### src/mf3_pkg.sv
// ----------------------------------------------------------------------------
// mf3_pkg
// Shared types and constants of the 3x3 border-truncated median filter.
// ----------------------------------------------------------------------------
package mf3_pkg;

    localparam int MAX_WIDTH_DEF  = 1024;
    localparam int PIXEL_BITS_DEF = 16;

    localparam int CFG_IDX_W    = 1;
    localparam int CFG_DATA_W   = 16;
    localparam int WIDTH_REG_W  = 11;
    localparam int HEIGHT_REG_W = 16;

    localparam logic [WIDTH_REG_W-1:0]  WIDTH_RESET  = 11'd1024;
    localparam logic [HEIGHT_REG_W-1:0] HEIGHT_RESET = 16'd1024;

    localparam int NUM_TAPS    = 9;
    localparam int RANK_W      = 4;
    localparam int QUEUE_DEPTH = 4;

    typedef enum logic [CFG_IDX_W-1:0] {
        REG_IMAGE_WIDTH  = 1'b0,
        REG_IMAGE_HEIGHT = 1'b1
    } t_cfg_reg;

    typedef enum logic {
        OP_PIXEL = 1'b0,
        OP_FLUSH = 1'b1
    } t_op;

    typedef enum logic [1:0] {
        CMD_PIXEL,
        CMD_EXTRA,
        CMD_PRELOAD,
        CMD_DRAIN
    } t_cmd_kind;

    typedef enum logic {
        FRONT_TAKE,
        FRONT_SECOND
    } t_front_state;

    // control part of one command between front and back
    typedef struct packed {
        t_cmd_kind  kind;
        logic       emit;
        logic [1:0] col_lo;
        logic       col_hi;
        logic       top;
        logic       bot;
        logic       row_end;
        logic       frame_end;
        logic       run_last;
    } t_cmd_ctl;

endpackage

### src/mf3_cmd_fifo.sv
// ----------------------------------------------------------------------------
// mf3_cmd_fifo
// Short command queue between the front and the back.
// ----------------------------------------------------------------------------
module mf3_cmd_fifo
    import mf3_pkg::*;
#(
    parameter int DATA_W = 8,
    parameter int DEPTH  = QUEUE_DEPTH,
    localparam int PW    = (DEPTH > 1) ? $clog2(DEPTH) : 1,
    localparam int CW    = $clog2(DEPTH + 1)
) (
    input  logic              i_clk,
    input  logic              i_rst_n,
    input  logic              i_push,
    input  logic [DATA_W-1:0] i_data,
    output logic              o_full,
    input  logic              i_pop,
    output logic              o_empty,
    output logic [DATA_W-1:0] o_data
);

    logic [DATA_W-1:0] r_mem [DEPTH];
    logic [PW-1:0]     r_wp;
    logic [PW-1:0]     r_rp;
    logic [CW-1:0]     r_cnt;
    logic              do_push;
    logic              do_pop;

    assign o_full  = r_cnt == CW'(DEPTH);
    assign o_empty = r_cnt == '0;
    assign do_push = i_push && !o_full;
    assign do_pop  = i_pop && !o_empty;
    assign o_data  = r_mem[r_rp];

    always_ff @(posedge i_clk) begin
        if (do_push) begin
            r_mem[r_wp] <= i_data;
        end
    end

    always_ff @(posedge i_clk) begin
        if (!i_rst_n) begin
            r_wp  <= '0;
            r_rp  <= '0;
            r_cnt <= '0;
        end else begin
            if (do_push) begin
                r_wp <= (r_wp == PW'(DEPTH - 1)) ? '0 : r_wp + PW'(1);
            end
            if (do_pop) begin
                r_rp <= (r_rp == PW'(DEPTH - 1)) ? '0 : r_rp + PW'(1);
            end
            r_cnt <= r_cnt + CW'(do_push) - CW'(do_pop);
        end
    end

endmodule

### config.mk
export PLATFORM = sky130hd
export DESIGN_NAME = mf3_cmd_fifo
export DESIGN_NICKNAME = d
export VERILOG_FILES = /design/src/mf3_pkg.sv /design/src/mf3_cmd_fifo.sv
export SDC_FILE = /design/constraint.sdc
export NUM_CORES = 1
export LEC_CHECK = 0
export ABC_AREA = 0
export ABC_CLOCK_PERIOD_IN_PS = 4200
export BUFFER_PORTS_ARGS = -buffer_cell sky130_fd_sc_hd__buf_2
export CAP_MARGIN = 20
export CORE_ASPECT_RATIO = 0.9
export CORE_MARGIN = 2
export CORE_UTILIZATION = 57
export CTS_CLUSTER_SIZE = 16
export DETAILED_ROUTE_END_ITERATION = 10
export PLACE_DENSITY = 0.85
export SETUP_SLACK_MARGIN = 0.2
export SYNTH_ARGS = -nofsm -noshare
export SYNTH_HDL_FRONTEND = slang
export SYNTH_SLANG_ARGS = --single-unit
### constraint.sdc
create_clock -name i_clk -period 4.2 [get_ports i_clk]
set_input_delay 0.84 -clock i_clk [delete_from_list [all_inputs] [get_ports i_clk]]
set_output_delay 0.84 -clock i_clk [all_outputs]
set_load 0.02 [all_outputs]
==> out/results.md <==
Status
* outcome: complete, no violations

Worst setup path
* Critical Path RT: 3360 ps
* data arrival time of the critical path: 1770 ps
* classification of the worst setup path: flop to primary output
* worst stage delay on the critical path: 670 ps
* nature of the critical path startpoint: flop
* gate family responsible for the most delay along the worst path: flip-flops
* Critical Path, Cell by Cell: mux4_2 -> buf_2
* number of buffers and inverters on the critical path: 1
* library cell contributing the largest single delay on the critical path: sky130_fd_sc_hd__dfxtp_1
* worst-path fanout max: 8
* nature of the critical path endpoint: primary output

Logic synthesis
* adder-cell area share of the yosys netlist: 6.49%
* Simple-Gate Fraction of Synth Area: 7.24%
* Synth Net Count: 115
* count of mapped cells out of synthesis: 95
* Syn Area/Cell: 17.5 sq um
* Yosys top cell by area: sky130_fd_sc_hd__edfxtp_1
* Post-Synth XOR/XNOR Area: 1.06%
* cell area after synthesis: 0.00166 sq mm
* largest family of logic cells by synthesized area: multiplexers
* leading post-synthesis cells by cell area: sky130_fd_sc_hd__edfxtp_1, sky130_fd_sc_hd__dfxtp_1, sky130_fd_sc_hd__mux4_2
* count of state elements after synthesis: 41
* compound-gate portion of the synthesized area: 1.36%
* area share of the leading cell type in the synthesized netlist: 57.9%
* sequential fraction of the synthesis area: 68.8%
* count of synthesis-stage warnings from yosys: 0
* synth unique cells: 21
* mux share of post-synthesis cell area: 12.1%

Routing
* DRC violation count after routing: 0
* vias per cell: 5.26
* routed vias: 841
* Routed Antenna Nets: 0
* DRC violation total after the first TritonRoute iteration: 35
* number of detailed-routing iterations run before antenna repair: 4
* average wire length per cell after detail routing: 15.2 um
* Routed WL: 2440 um

Clock tree
* buffer type at the clock tree root: sky130_fd_sc_hd__clkbuf_4
* clock-pin transition on the worst setup and hold timing paths: 110 ps
* setup fix buffers added after clock tree synthesis: 0
* number of buffers inserted for hold repair after clock tree synthesis: 0
* clock latency reported for the late side of the worst-skew pair: 330 ps
* CTS Sinks: 41
* maximum count of clock buffers along a single path: 2
* # resized after CTS: 0
* number of buffers created by CTS: 5
* H-tree levels: 2
* clock tree from TritonCTS: yes

Cells and area
* antenna fix cells: 0
* number of cells in the finished layout apart from fillers: 160
* share of final-layout standard cells stronger than drive strength 1: 35.0%
* cell area after layout: 0.00184 sq mm
* # nets final: 139
* synthesis-to-finish area growth: 11.0%

STA
* Max Clock Skew: 5.03 ps
* unrepaired setup endpoints after global routing: no
* Tightest Pin Transition: 530 ps
* Max Transition Viols Final: 0
* Final min period: 2610 ps
* hold slack final: 523 ps
* number of setup violations in the final report: 0
* sum of negative setup slack: 0 ps
* period utilization: 62.2%
* Final Hold Viols: 0
* max_slew headroom: 64.6%
* maximum clock frequency: 383 MHz

Floorplanning
* Ports: 22
* area of the core: 0.00275 sq mm
* standard-cell row count: 18
* die extent in x: 60.9 um
* die height: 55.2 um
* die area: 0.00336 sq mm
* starting density of the core: 60.4%

Placement
* Final HPWL DP: 1720 um
* DP Cell Count: 152
* cell area after placement: 0.00179 sq mm
* RePlAce Congestion: 0.699
* count of input and output buffers: 21

Global routing
* first-pass GRT wire length: 3740 um
* initial antenna violation count: 0
* GRT Overall Usage: 17.2%
* residual overflow from global routing: 0
* vias in the first global route: 833
* maximum number of pins on one net before global-route repair: 13

Power and ir drop
* worst supply voltage drop on vdd: 0.000268 V
* total power density per cell area: 554 mW/mm^2
* static leakage: 0.000682 uW

Job
* maximum capacitance violations: 0

Hold path
* path type of the worst min-delay path: flop to flop

==> power by group <==
part / internal, uW / total, uW / switching [uW]
Combinational: 139 / 292 / 153
Sequential: 498 / 551 / 52.8
Clock: 63.9 / 178 / 114
Total: 701 / 1020 / 320
==> layer usage <==
metal  global-route usage [%]  share of wire (%)  vias to the layer above
met5                        0                  0                        -
met4                     8.70                1.5                        0
met3                     5.58                4.2                        4
met2                     30.5                 54                       22
met1                     18.5                 41                      423
li1                         -                  -                      392
==> tightest hold or removal path: stages, from the launching register on <==
cell,delay (ps)
sky130_fd_sc_hd__dfxtp_1,360
sky130_fd_sc_hd__nand2_1,70
sky130_fd_sc_hd__mux2i_1,60
==> cells in the final DEF, fill, tap and decap left out, drive strengths merged, types with 2 or more instances in the layout <==
master	instances
ha	7
clkbuf	6
edfxtp	32
dfxtp	9
o21ai	2
nand3	2
nor2	2
clkinv	2
mux2i	2
mux4	8
buf	21
inv	7
and2	7
xnor2	2
nand2	6
==> synthesized netlist by cell type <==
library cell and number:
sky130_fd_sc_hd__edfxtp_1 32, sky130_fd_sc_hd__dfxtp_1 9, sky130_fd_sc_hd__mux4_2 8, sky130_fd_sc_hd__ha_1 7
sky130_fd_sc_hd__inv_1 7, sky130_fd_sc_hd__nand2_1 6, sky130_fd_sc_hd__and2_1 4, sky130_fd_sc_hd__and2_2 3
sky130_fd_sc_hd__clkbuf_1 2, sky130_fd_sc_hd__mux2i_1 2, sky130_fd_sc_hd__nand3_1 2, sky130_fd_sc_hd__nor2_1 2
sky130_fd_sc_hd__o21ai_0 2, sky130_fd_sc_hd__xnor2_1 2, sky130_fd_sc_hd__buf_2 1, sky130_fd_sc_hd__buf_6 1
sky130_fd_sc_hd__fa_1 1, sky130_fd_sc_hd__nor2b_2 1, sky130_fd_sc_hd__nor3_1 1, sky130_fd_sc_hd__nor3b_4 1
sky130_fd_sc_hd__o31ai_2 1
==> final cells by class <==
type / count / area, sq um
Sequential cell: 41 / 1140
Fill cell: 197 / 906
Multi-Input combinational cell: 43 / 468
Clock inverter: 2 / 10.0
Tap cell: 40 / 50.0
Clock buffer: 6 / 41.3
Timing Repair Buffer: 21 / 105
Inverter: 7 / 26.3
==> state kept, by name, indices dropped and copies added, names as in the netlist, named ones only <==
signal,count
r_mem,32
r_cnt,3
r_rp,2
r_wp,2
==> final timing paths <==
check / start / endpoint / slack (ps) / cells past startpoint
hold / removal: r_wp[1] / r_wp[1] / 520 / 2
setup reg to reg: r_cnt[1] / r_cnt[2] / 1900 / 9
hold reg to reg: r_wp[1] / r_wp[1] / 520 / 2
setup / recovery: flop / o_data[2] / 1590 / 2
==> cells by family (layout without fill, tap and decap cells) <==
kind of cell | count (synthesis) | in the layout
flip-flops | 41 | 41
AND/OR/NAND/NOR | 20 | 20
buffers and inverters | 11 | 36
multiplexers | 10 | 10
adder cells (fa/ha/maj) | 8 | 8
AO/OA/AOI/OAI | 3 | 3
XOR/XNOR | 2 | 2
==> per-stage QoR <==
step                      setup WS [ps]  utilization [%]  power, uW
final                              1590             67.0       1020
after global placement             1590             65.2        840
after CTS                          1550             67.0       1030
after global routing               1480             67.0       1090
after floorplan                    1750                -        772
after detailed placement           1500             65.2        858
No activity file was read; power rests on OpenSTA's default activity.
