$ cat config.mk
export PLATFORM = sky130hd
export DESIGN_NAME = mf3_front_flat
export DESIGN_NICKNAME = d
export VERILOG_FILES = /design/src/mf3_pkg.sv /design/src/mf3_in_if.sv /design/src/mf3_front.sv /design/src/flat_wrapper.sv
export SDC_FILE = /design/constraint.sdc
export NUM_CORES = 1
export LEC_CHECK = 0
export ABC_AREA = 1
export BUFFER_PORTS_ARGS = -buffer_cell sky130_fd_sc_hd__buf_2
export CAP_MARGIN = 20
export CORE_MARGIN = 3
export CORE_UTILIZATION = 60
export CTS_CLUSTER_SIZE = 16
export DETAILED_ROUTE_END_ITERATION = 12
export PLACE_DENSITY = 0.83
export RECOVER_POWER = 25
export SYNTH_ARGS = -nofsm -noshare
export SYNTH_HDL_FRONTEND = slang
export SYNTH_SLANG_ARGS = --single-unit
$ cat constraint.sdc
create_clock -name i_clk -period 7.7 [get_ports i_clk]
set_input_delay 1.54 -clock i_clk [delete_from_list [all_inputs] [get_ports i_clk]]
set_output_delay 1.54 -clock i_clk [all_outputs]
set_load 0.02 [all_outputs]
$ cat src/mf3_pkg.sv
// ----------------------------------------------------------------------------
// mf3_pkg
// Shared types and constants of the 3x3 border-truncated median filter.
// ----------------------------------------------------------------------------
package mf3_pkg;

    localparam int MAX_WIDTH_DEF  = 1024;
    localparam int PIXEL_BITS_DEF = 16;

    localparam int CFG_IDX_W    = 1;
    localparam int CFG_DATA_W   = 16;
    localparam int WIDTH_REG_W  = 11;
    localparam int HEIGHT_REG_W = 16;

    localparam logic [WIDTH_REG_W-1:0]  WIDTH_RESET  = 11'd1024;
    localparam logic [HEIGHT_REG_W-1:0] HEIGHT_RESET = 16'd1024;

    localparam int NUM_TAPS    = 9;
    localparam int RANK_W      = 4;
    localparam int QUEUE_DEPTH = 4;

    typedef enum logic [CFG_IDX_W-1:0] {
        REG_IMAGE_WIDTH  = 1'b0,
        REG_IMAGE_HEIGHT = 1'b1
    } t_cfg_reg;

    typedef enum logic {
        OP_PIXEL = 1'b0,
        OP_FLUSH = 1'b1
    } t_op;

    typedef enum logic [1:0] {
        CMD_PIXEL,
        CMD_EXTRA,
        CMD_PRELOAD,
        CMD_DRAIN
    } t_cmd_kind;

    typedef enum logic {
        FRONT_TAKE,
        FRONT_SECOND
    } t_front_state;

    // control part of one command between front and back
    typedef struct packed {
        t_cmd_kind  kind;
        logic       emit;
        logic [1:0] col_lo;
        logic       col_hi;
        logic       top;
        logic       bot;
        logic       row_end;
        logic       frame_end;
        logic       run_last;
    } t_cmd_ctl;

endpackage

$ cat src/mf3_in_if.sv
// ----------------------------------------------------------------------------
// mf3_in_if
// Input channel: operation code and pixel, valid/ready handshake.
// ----------------------------------------------------------------------------
interface mf3_in_if
    import mf3_pkg::*;
#(
    parameter int PIXEL_BITS = PIXEL_BITS_DEF
);
    logic                         valid;
    logic                         ready;
    logic                         operation;
    logic signed [PIXEL_BITS-1:0] pixel_value;

    modport source (output valid, operation, pixel_value, input ready);
    modport sink   (input valid, operation, pixel_value, output ready);
endinterface

$ cat src/mf3_front.sv
// ----------------------------------------------------------------------------
// mf3_front
// Accepts items, tracks column, row and drain position, issues commands.
// ----------------------------------------------------------------------------
module mf3_front
    import mf3_pkg::*;
#(
    parameter int MAX_WIDTH  = MAX_WIDTH_DEF,
    parameter int PIXEL_BITS = PIXEL_BITS_DEF,
    localparam int AW        = (MAX_WIDTH > 1) ? $clog2(MAX_WIDTH) : 1
) (
    input  logic                  i_clk,
    input  logic                  i_rst_n,
    input  logic                  i_cfg_we,
    input  logic [CFG_IDX_W-1:0]  i_cfg_idx,
    input  logic [CFG_DATA_W-1:0] i_cfg_data,
    mf3_in_if.sink                i_px,
    input  logic                  i_full,
    output logic                  o_push,
    output t_cmd_ctl              o_ctl,
    output logic [AW-1:0]         o_addr,
    output logic [PIXEL_BITS-1:0] o_pixel
);

    logic [WIDTH_REG_W-1:0]  r_img_w;
    logic [HEIGHT_REG_W-1:0] r_img_h;
    t_front_state            r_state, n_state;
    logic [AW-1:0]           r_col, n_col;
    logic [15:0]             r_row, n_row;
    logic [AW-1:0]           r_drain, n_drain;
    t_cmd_ctl                r_sec_ctl, n_sec_ctl;
    logic [AW-1:0]           r_sec_addr, n_sec_addr;

    logic [AW-1:0]           w_last;
    logic [15:0]             h_eff;
    logic                    frame_done;
    logic                    last_col;
    logic                    drain_last;
    logic                    top;
    logic                    px_ready;
    t_cmd_ctl                drn_ctl;

    always_ff @(posedge i_clk) begin
        if (!i_rst_n) begin
            r_img_w <= WIDTH_RESET;
            r_img_h <= HEIGHT_RESET;
        end else if (i_cfg_we) begin
            unique case (t_cfg_reg'(i_cfg_idx))
                REG_IMAGE_WIDTH:  r_img_w <= i_cfg_data[WIDTH_REG_W-1:0];
                REG_IMAGE_HEIGHT: r_img_h <= i_cfg_data[HEIGHT_REG_W-1:0];
                default:          r_img_h <= r_img_h;
            endcase
        end
    end

    always_comb begin
        if (r_img_w == '0) begin
            w_last = '0;
        end else if (32'(r_img_w) > 32'(MAX_WIDTH)) begin
            w_last = AW'(MAX_WIDTH - 1);
        end else begin
            w_last = AW'(r_img_w - WIDTH_REG_W'(1));
        end
    end

    assign h_eff      = (r_img_h == '0) ? 16'd1 : r_img_h;
    assign frame_done = r_row >= h_eff;
    assign last_col   = r_col >= w_last;
    assign drain_last = r_drain >= w_last;
    assign top        = r_row >= 16'd2;

    always_comb begin
        drn_ctl           = '0;
        drn_ctl.kind      = CMD_DRAIN;
        drn_ctl.emit      = 1'b1;
        drn_ctl.col_lo    = (r_drain != '0) ? 2'd0 : 2'd1;
        drn_ctl.col_hi    = !drain_last;
        drn_ctl.top       = top;
        drn_ctl.bot       = 1'b0;
        drn_ctl.row_end   = drain_last;
        drn_ctl.frame_end = drain_last;
        drn_ctl.run_last  = 1'b1;
    end

    always_ff @(posedge i_clk) begin
        if (!i_rst_n) begin
            r_state <= FRONT_TAKE;
            r_col   <= '0;
            r_row   <= '0;
            r_drain <= '0;
        end else begin
            r_state <= n_state;
            r_col   <= n_col;
            r_row   <= n_row;
            r_drain <= n_drain;
        end
    end

    always_ff @(posedge i_clk) begin
        r_sec_ctl  <= n_sec_ctl;
        r_sec_addr <= n_sec_addr;
    end

    always_comb begin
        n_state    = r_state;
        n_col      = r_col;
        n_row      = r_row;
        n_drain    = r_drain;
        n_sec_ctl  = r_sec_ctl;
        n_sec_addr = r_sec_addr;
        o_push     = 1'b0;
        o_ctl      = '0;
        o_addr     = '0;
        o_pixel    = '0;
        px_ready   = 1'b0;
        unique case (r_state)
            FRONT_TAKE: begin
                px_ready = !i_full;
                if (i_px.valid && px_ready) begin
                    if (i_px.operation == OP_PIXEL) begin
                        if (!frame_done) begin
                            o_push         = 1'b1;
                            o_ctl.kind     = CMD_PIXEL;
                            o_ctl.emit     = (r_row != '0) && (r_col != '0);
                            o_ctl.col_lo   = (r_col > AW'(1)) ? 2'd0 : 2'd1;
                            o_ctl.col_hi   = 1'b1;
                            o_ctl.top      = top;
                            o_ctl.bot      = 1'b1;
                            o_ctl.run_last = !((r_row != '0) && last_col);
                            o_addr         = r_col;
                            o_pixel        = i_px.pixel_value;
                            // the row's last column also gives the result for itself
                            if ((r_row != '0) && last_col) begin
                                n_sec_ctl          = '0;
                                n_sec_ctl.kind     = CMD_EXTRA;
                                n_sec_ctl.emit     = 1'b1;
                                n_sec_ctl.col_lo   = (r_col != '0) ? 2'd1 : 2'd2;
                                n_sec_ctl.col_hi   = 1'b1;
                                n_sec_ctl.top      = top;
                                n_sec_ctl.bot      = 1'b1;
                                n_sec_ctl.row_end  = 1'b1;
                                n_sec_ctl.run_last = 1'b1;
                                n_sec_addr         = r_col;
                                n_state            = FRONT_SECOND;
                            end
                            if (last_col) begin
                                n_col = '0;
                                n_row = r_row + 16'd1;
                            end else begin
                                n_col = r_col + AW'(1);
                            end
                        end
                    end else if (frame_done) begin
                        o_push = 1'b1;
                        if (r_drain == '0) begin
                            // column 0 is fetched ahead of the first drain column
                            o_ctl.kind = CMD_PRELOAD;
                            o_addr     = '0;
                            n_sec_ctl  = drn_ctl;
                            n_sec_addr = r_drain + AW'(1);
                            n_state    = FRONT_SECOND;
                        end else begin
                            o_ctl  = drn_ctl;
                            o_addr = r_drain + AW'(1);
                        end
                        if (drain_last) begin
                            n_drain = '0;
                            n_col   = '0;
                            n_row   = '0;
                        end else begin
                            n_drain = r_drain + AW'(1);
                        end
                    end
                end
            end
            FRONT_SECOND: begin
                if (!i_full) begin
                    o_push  = 1'b1;
                    o_ctl   = r_sec_ctl;
                    o_addr  = r_sec_addr;
                    n_state = FRONT_TAKE;
                end
            end
            default: n_state = FRONT_TAKE;
        endcase
    end

    assign i_px.ready = px_ready;

endmodule

$ cat src/flat_wrapper.sv
// flat-port wrapper written by rule: the top's interface ports become plain ports
module mf3_front_flat import mf3_pkg::*;
#(
    parameter int MAX_WIDTH  = MAX_WIDTH_DEF,
    parameter int PIXEL_BITS = PIXEL_BITS_DEF,
    localparam int AW        = (MAX_WIDTH > 1) ? $clog2(MAX_WIDTH) : 1
)
  (i_clk, i_rst_n, i_cfg_we, i_cfg_idx, i_cfg_data, i_full, o_push, o_ctl, o_addr, o_pixel, i_px_valid, i_px_operation, i_px_pixel_value, i_px_ready);
  mf3_in_if #(.PIXEL_BITS(PIXEL_BITS)) i_px_i ();
  input  logic i_clk;
  input  logic i_rst_n;
  input  logic i_cfg_we;
  input  logic [CFG_IDX_W-1:0] i_cfg_idx;
  input  logic [CFG_DATA_W-1:0] i_cfg_data;
  input  logic i_full;
  output logic o_push;
  output t_cmd_ctl o_ctl;
  output logic [AW-1:0] o_addr;
  output logic [PIXEL_BITS-1:0] o_pixel;
  input wire logic [$bits(i_px_i.valid)-1:0] i_px_valid;
  input wire logic [$bits(i_px_i.operation)-1:0] i_px_operation;
  input wire logic [$bits(i_px_i.pixel_value)-1:0] i_px_pixel_value;
  output wire logic [$bits(i_px_i.ready)-1:0] i_px_ready;
  assign i_px_i.valid = i_px_valid;
  assign i_px_i.operation = i_px_operation;
  assign i_px_i.pixel_value = i_px_pixel_value;
  assign i_px_ready = i_px_i.ready;
  mf3_front #(.MAX_WIDTH(MAX_WIDTH), .PIXEL_BITS(PIXEL_BITS)) u_core (.i_clk(i_clk), .i_rst_n(i_rst_n), .i_cfg_we(i_cfg_we), .i_cfg_idx(i_cfg_idx), .i_cfg_data(i_cfg_data), .i_px(i_px_i), .i_full(i_full), .o_push(o_push), .o_ctl(o_ctl), .o_addr(o_addr), .o_pixel(o_pixel));
endmodule
==> results.cfg <==
[setup_path]
cpMaxStageDelayCell = clkbuf_1
worst-setup-path-type = in2out
setup.worst_path.end_class = output port
cp.arrival_ns = 4.69
crit_path_max_incr_delay_ns = 1.27
cp-start-kind = input port
crit_path_cell_trace = clkbuf_1 > inv_1 > nand2_1 > o41ai_1 > buf_2
cp_data_required_time_ns = 6.16
path_max_fanout = 43

[global_routing]
first_pass_grt_wire_length_um = 23300
grt_usage_pct = 27.5
initial_antenna_violation_count = 0
gr-total-overflow = 0
first_global_vias = 5160
maximum_number_of_pins_on_one_net_before_global_route_repair = 54

[sta]
post-route-period-util_pct = 80.9
layout_min_cycle_time_ns = 6.23
timing.final.setup_violations = 0
worst_pin_slew_ns = 1.81
timing.max_slew.rel_slack_pct = -20.4
summed_negative_setup_slack_over_all_endpoints_ns = 0
final_max_slew_viol_count = 44
final-hold-violation-count = 0
skew_ns = 0.0112
unrepaired_setup_endpoints_after_global_routing = false
max_clock_freq_mhz = 161

[clock_tree]
holdBufCountCts = 0
cts_root_buf = clkbuf_8
cts.htree.levels = 3
cts-buffers-inserted = 9
worstSkewPairLatency_ns = 0.35
post-cts-setup-buffers = 0
cts_sinks = 82
cts.clk_slew.worst_paths_ns = 0.08
tritoncts = done
post_cts_resized = 0
max-clock-path-buffers = 2

[cells_and_area]
flow.area_growth_from_synthesis_pct = 11.0
diodes = 0
drive_above_1_share_pct = 12.6
nets = 969
fill_cells = 747

[drt]
viasPerCell = 5.59
ant_nets = 0
routed_wirelength_um = 14200
vias = 5556
drt_drc_violations_left = 0
drt_first_pass_iters = 5
dr.first_iter.drc_count = 237
routed_wire_length_per_instance_um = 14.3

[placed_design]
gp_congestion = 0.909
port_buffers = 77
dpl.hpwl_um = 10900

[pwr]
share_clk_of_total_power_pct = 35.1
internal_power_w = 0.000746
vdd_ir_drop_max_mv = 0.118
power.combinational.fraction_pct = 19.9
power.density_cell_area_nw_per_um2 = 171
switchingPower_w = 0.000317
power_switching_share_pct = 29.8
pwr-share-seq_pct = 44.9
power.static_leakage_nw = 2.99
finalPower_w = 0.00106

[floorplan]
top_level_ports = 78
floorplan.rows = 34
dieHeight_um = 103
die_w_um = 103
design.die.area_um2 = 10600
start_util_pct = 63.2
core_ar_um2 = 8890

[run_status]
violated_checks = max-capacitance violations, max-slew violations
status = finished with violations

[synthesis]
syn_inst = 820
post_synthesis_area_per_instance_um2 = 6.86
postSynthRegisterBits = 82
mappedNetlistArea_um2 = 5620
yosys-top-cells-count = nand2_1 (186), nor2_1 (100), inv_1 (90), o21ai_0 (82), a21oi_1 (65)
ys_top_cells_by_area = dfxtp_1 (23%), nand2_1 (12%), ha_1 (11%)
synth_ff_type = dfxtp_1
synth_seq_area_share_pct = 32.4
synth.distinct_cells = 43
synth_largest_area_cell = dfxtp_1
synthesis.nets = 908
synth_most_common_cell = nand2_1
synth_edf_count = 18
synth-async-reset-ratio_pct = 0
yosys.area.top_type_share_pct = 22.8
synth-warning-count = 0

[min_path]
holdCritPathClass = reg2reg

[run]
drv_cap = 1
[cell families (layout without fill, tap and decap cells)]
kind of cell	after synthesis	after routing	share of synthesized area, %
DFF	82	82	32.4
AOI/OAI and AO/OA	179	179	17.0
xor gates and xnor gates	12	12	1.87
adders and majority gates	49	49	10.9
buffers and inverters	122	188	8.90
and+or+nand+nor	376	376	28.9
[power groups by stage]
stage	Combinational [W]	Clock, W	Sequential (W)
floorplan	0.000159	0	0.000482
global placement	0.000203	0	0.000487
detailed placement	0.000211	0	0.000487
CTS	0.000212	0.000376	0.000477
global route	0.000243	0.000394	0.000481
finish	0.000212	0.000374	0.000478
[layout make-up]
class	count	area (µm²)	share of cell area (%)
timing repair buffer	78	390	6.26
sequential	82	1820	29.2
clock inverter	5	103	1.64
inverter	94	353	5.66
multi-input combinational	616	3300	53.0
tap	108	135	2.17
clock buffer	11	131	2.11
[stage by stage]
stage	std cells	instance area (µm²)	hold slack (ns)	setup WS, ns	utilization [%]
2_1_floorplan	820	5620	0.447	2.99	-
3_3_place_gp	978	6010	0.464	2.55	67.6
3_5_place_dp	978	6010	0.475	2.46	67.6
4_1_cts	994	6240	0.486	2.45	70.2
5_1_grt	994	6240	0.511	1.16	70.2
6_report	994	6240	0.487	1.47	70.2
[registers in the layout, summed over array words and instances, names as in the netlist]
register,cells
u_core.r_img_h,16
u_core.r_sec_addr,10
u_core.r_state,1
u_core.r_img_w,11
u_core.r_sec_ctl,8
u_core.r_col,10
u_core.r_drain,10
u_core.r_row,16
[placed cells by master, fill, tap and decap left out, types with 16 or more instances in the layout]
cell type | Yosys | layout
o21ai_0 | 82 | 82
nor2_1 | 100 | 100
ha_1 | 49 | 49
nand2_1 | 186 | 186
dfxtp_1 | 64 | 64
nor3_1 | 17 | 16
nand3_1 | 43 | 43
buf_2 | 3 | 75
edfxtp_1 | 18 | 18
a21oi_1 | 65 | 65
inv_1 | 90 | 90
[path summary, 6_finish.rpt]
check                    start              endpoint  slack, ns  cells after the start
max             i_px_operation              o_ctl[6]       1.47                      5
max reg2reg  u_core.r_img_w[0]  u_core.r_sec_addr[0]       4.02                     22
min reg2reg  u_core.r_img_h[5]     u_core.r_img_h[5]       0.49                      2
min          u_core.r_img_h[5]     u_core.r_img_h[5]       0.49                      2
[routing by layer]
metal | global-route usage (%) | routed length [µm] | share of wire (%) | vias to the layer above
li1 | - | - | - | 2836
met1 | 34.2 | 6250 | 44 | 2500
met2 | 48.1 | 6800 | 48 | 192
met3 | 4.40 | 823 | 5.8 | 28
met4 | 10.4 | 377 | 2.6 | 0
met5 | 0 | 0 | 0 | -
[critical path, delay by kind of cell]
kind | cells | cell delay [ns]
buffers and inverters | 3 | 2.33
AO/OA/AOI/OAI | 1 | 0.14
AND/OR/NAND/NOR | 1 | 0.67
Power figures use the tool's default switching activity.
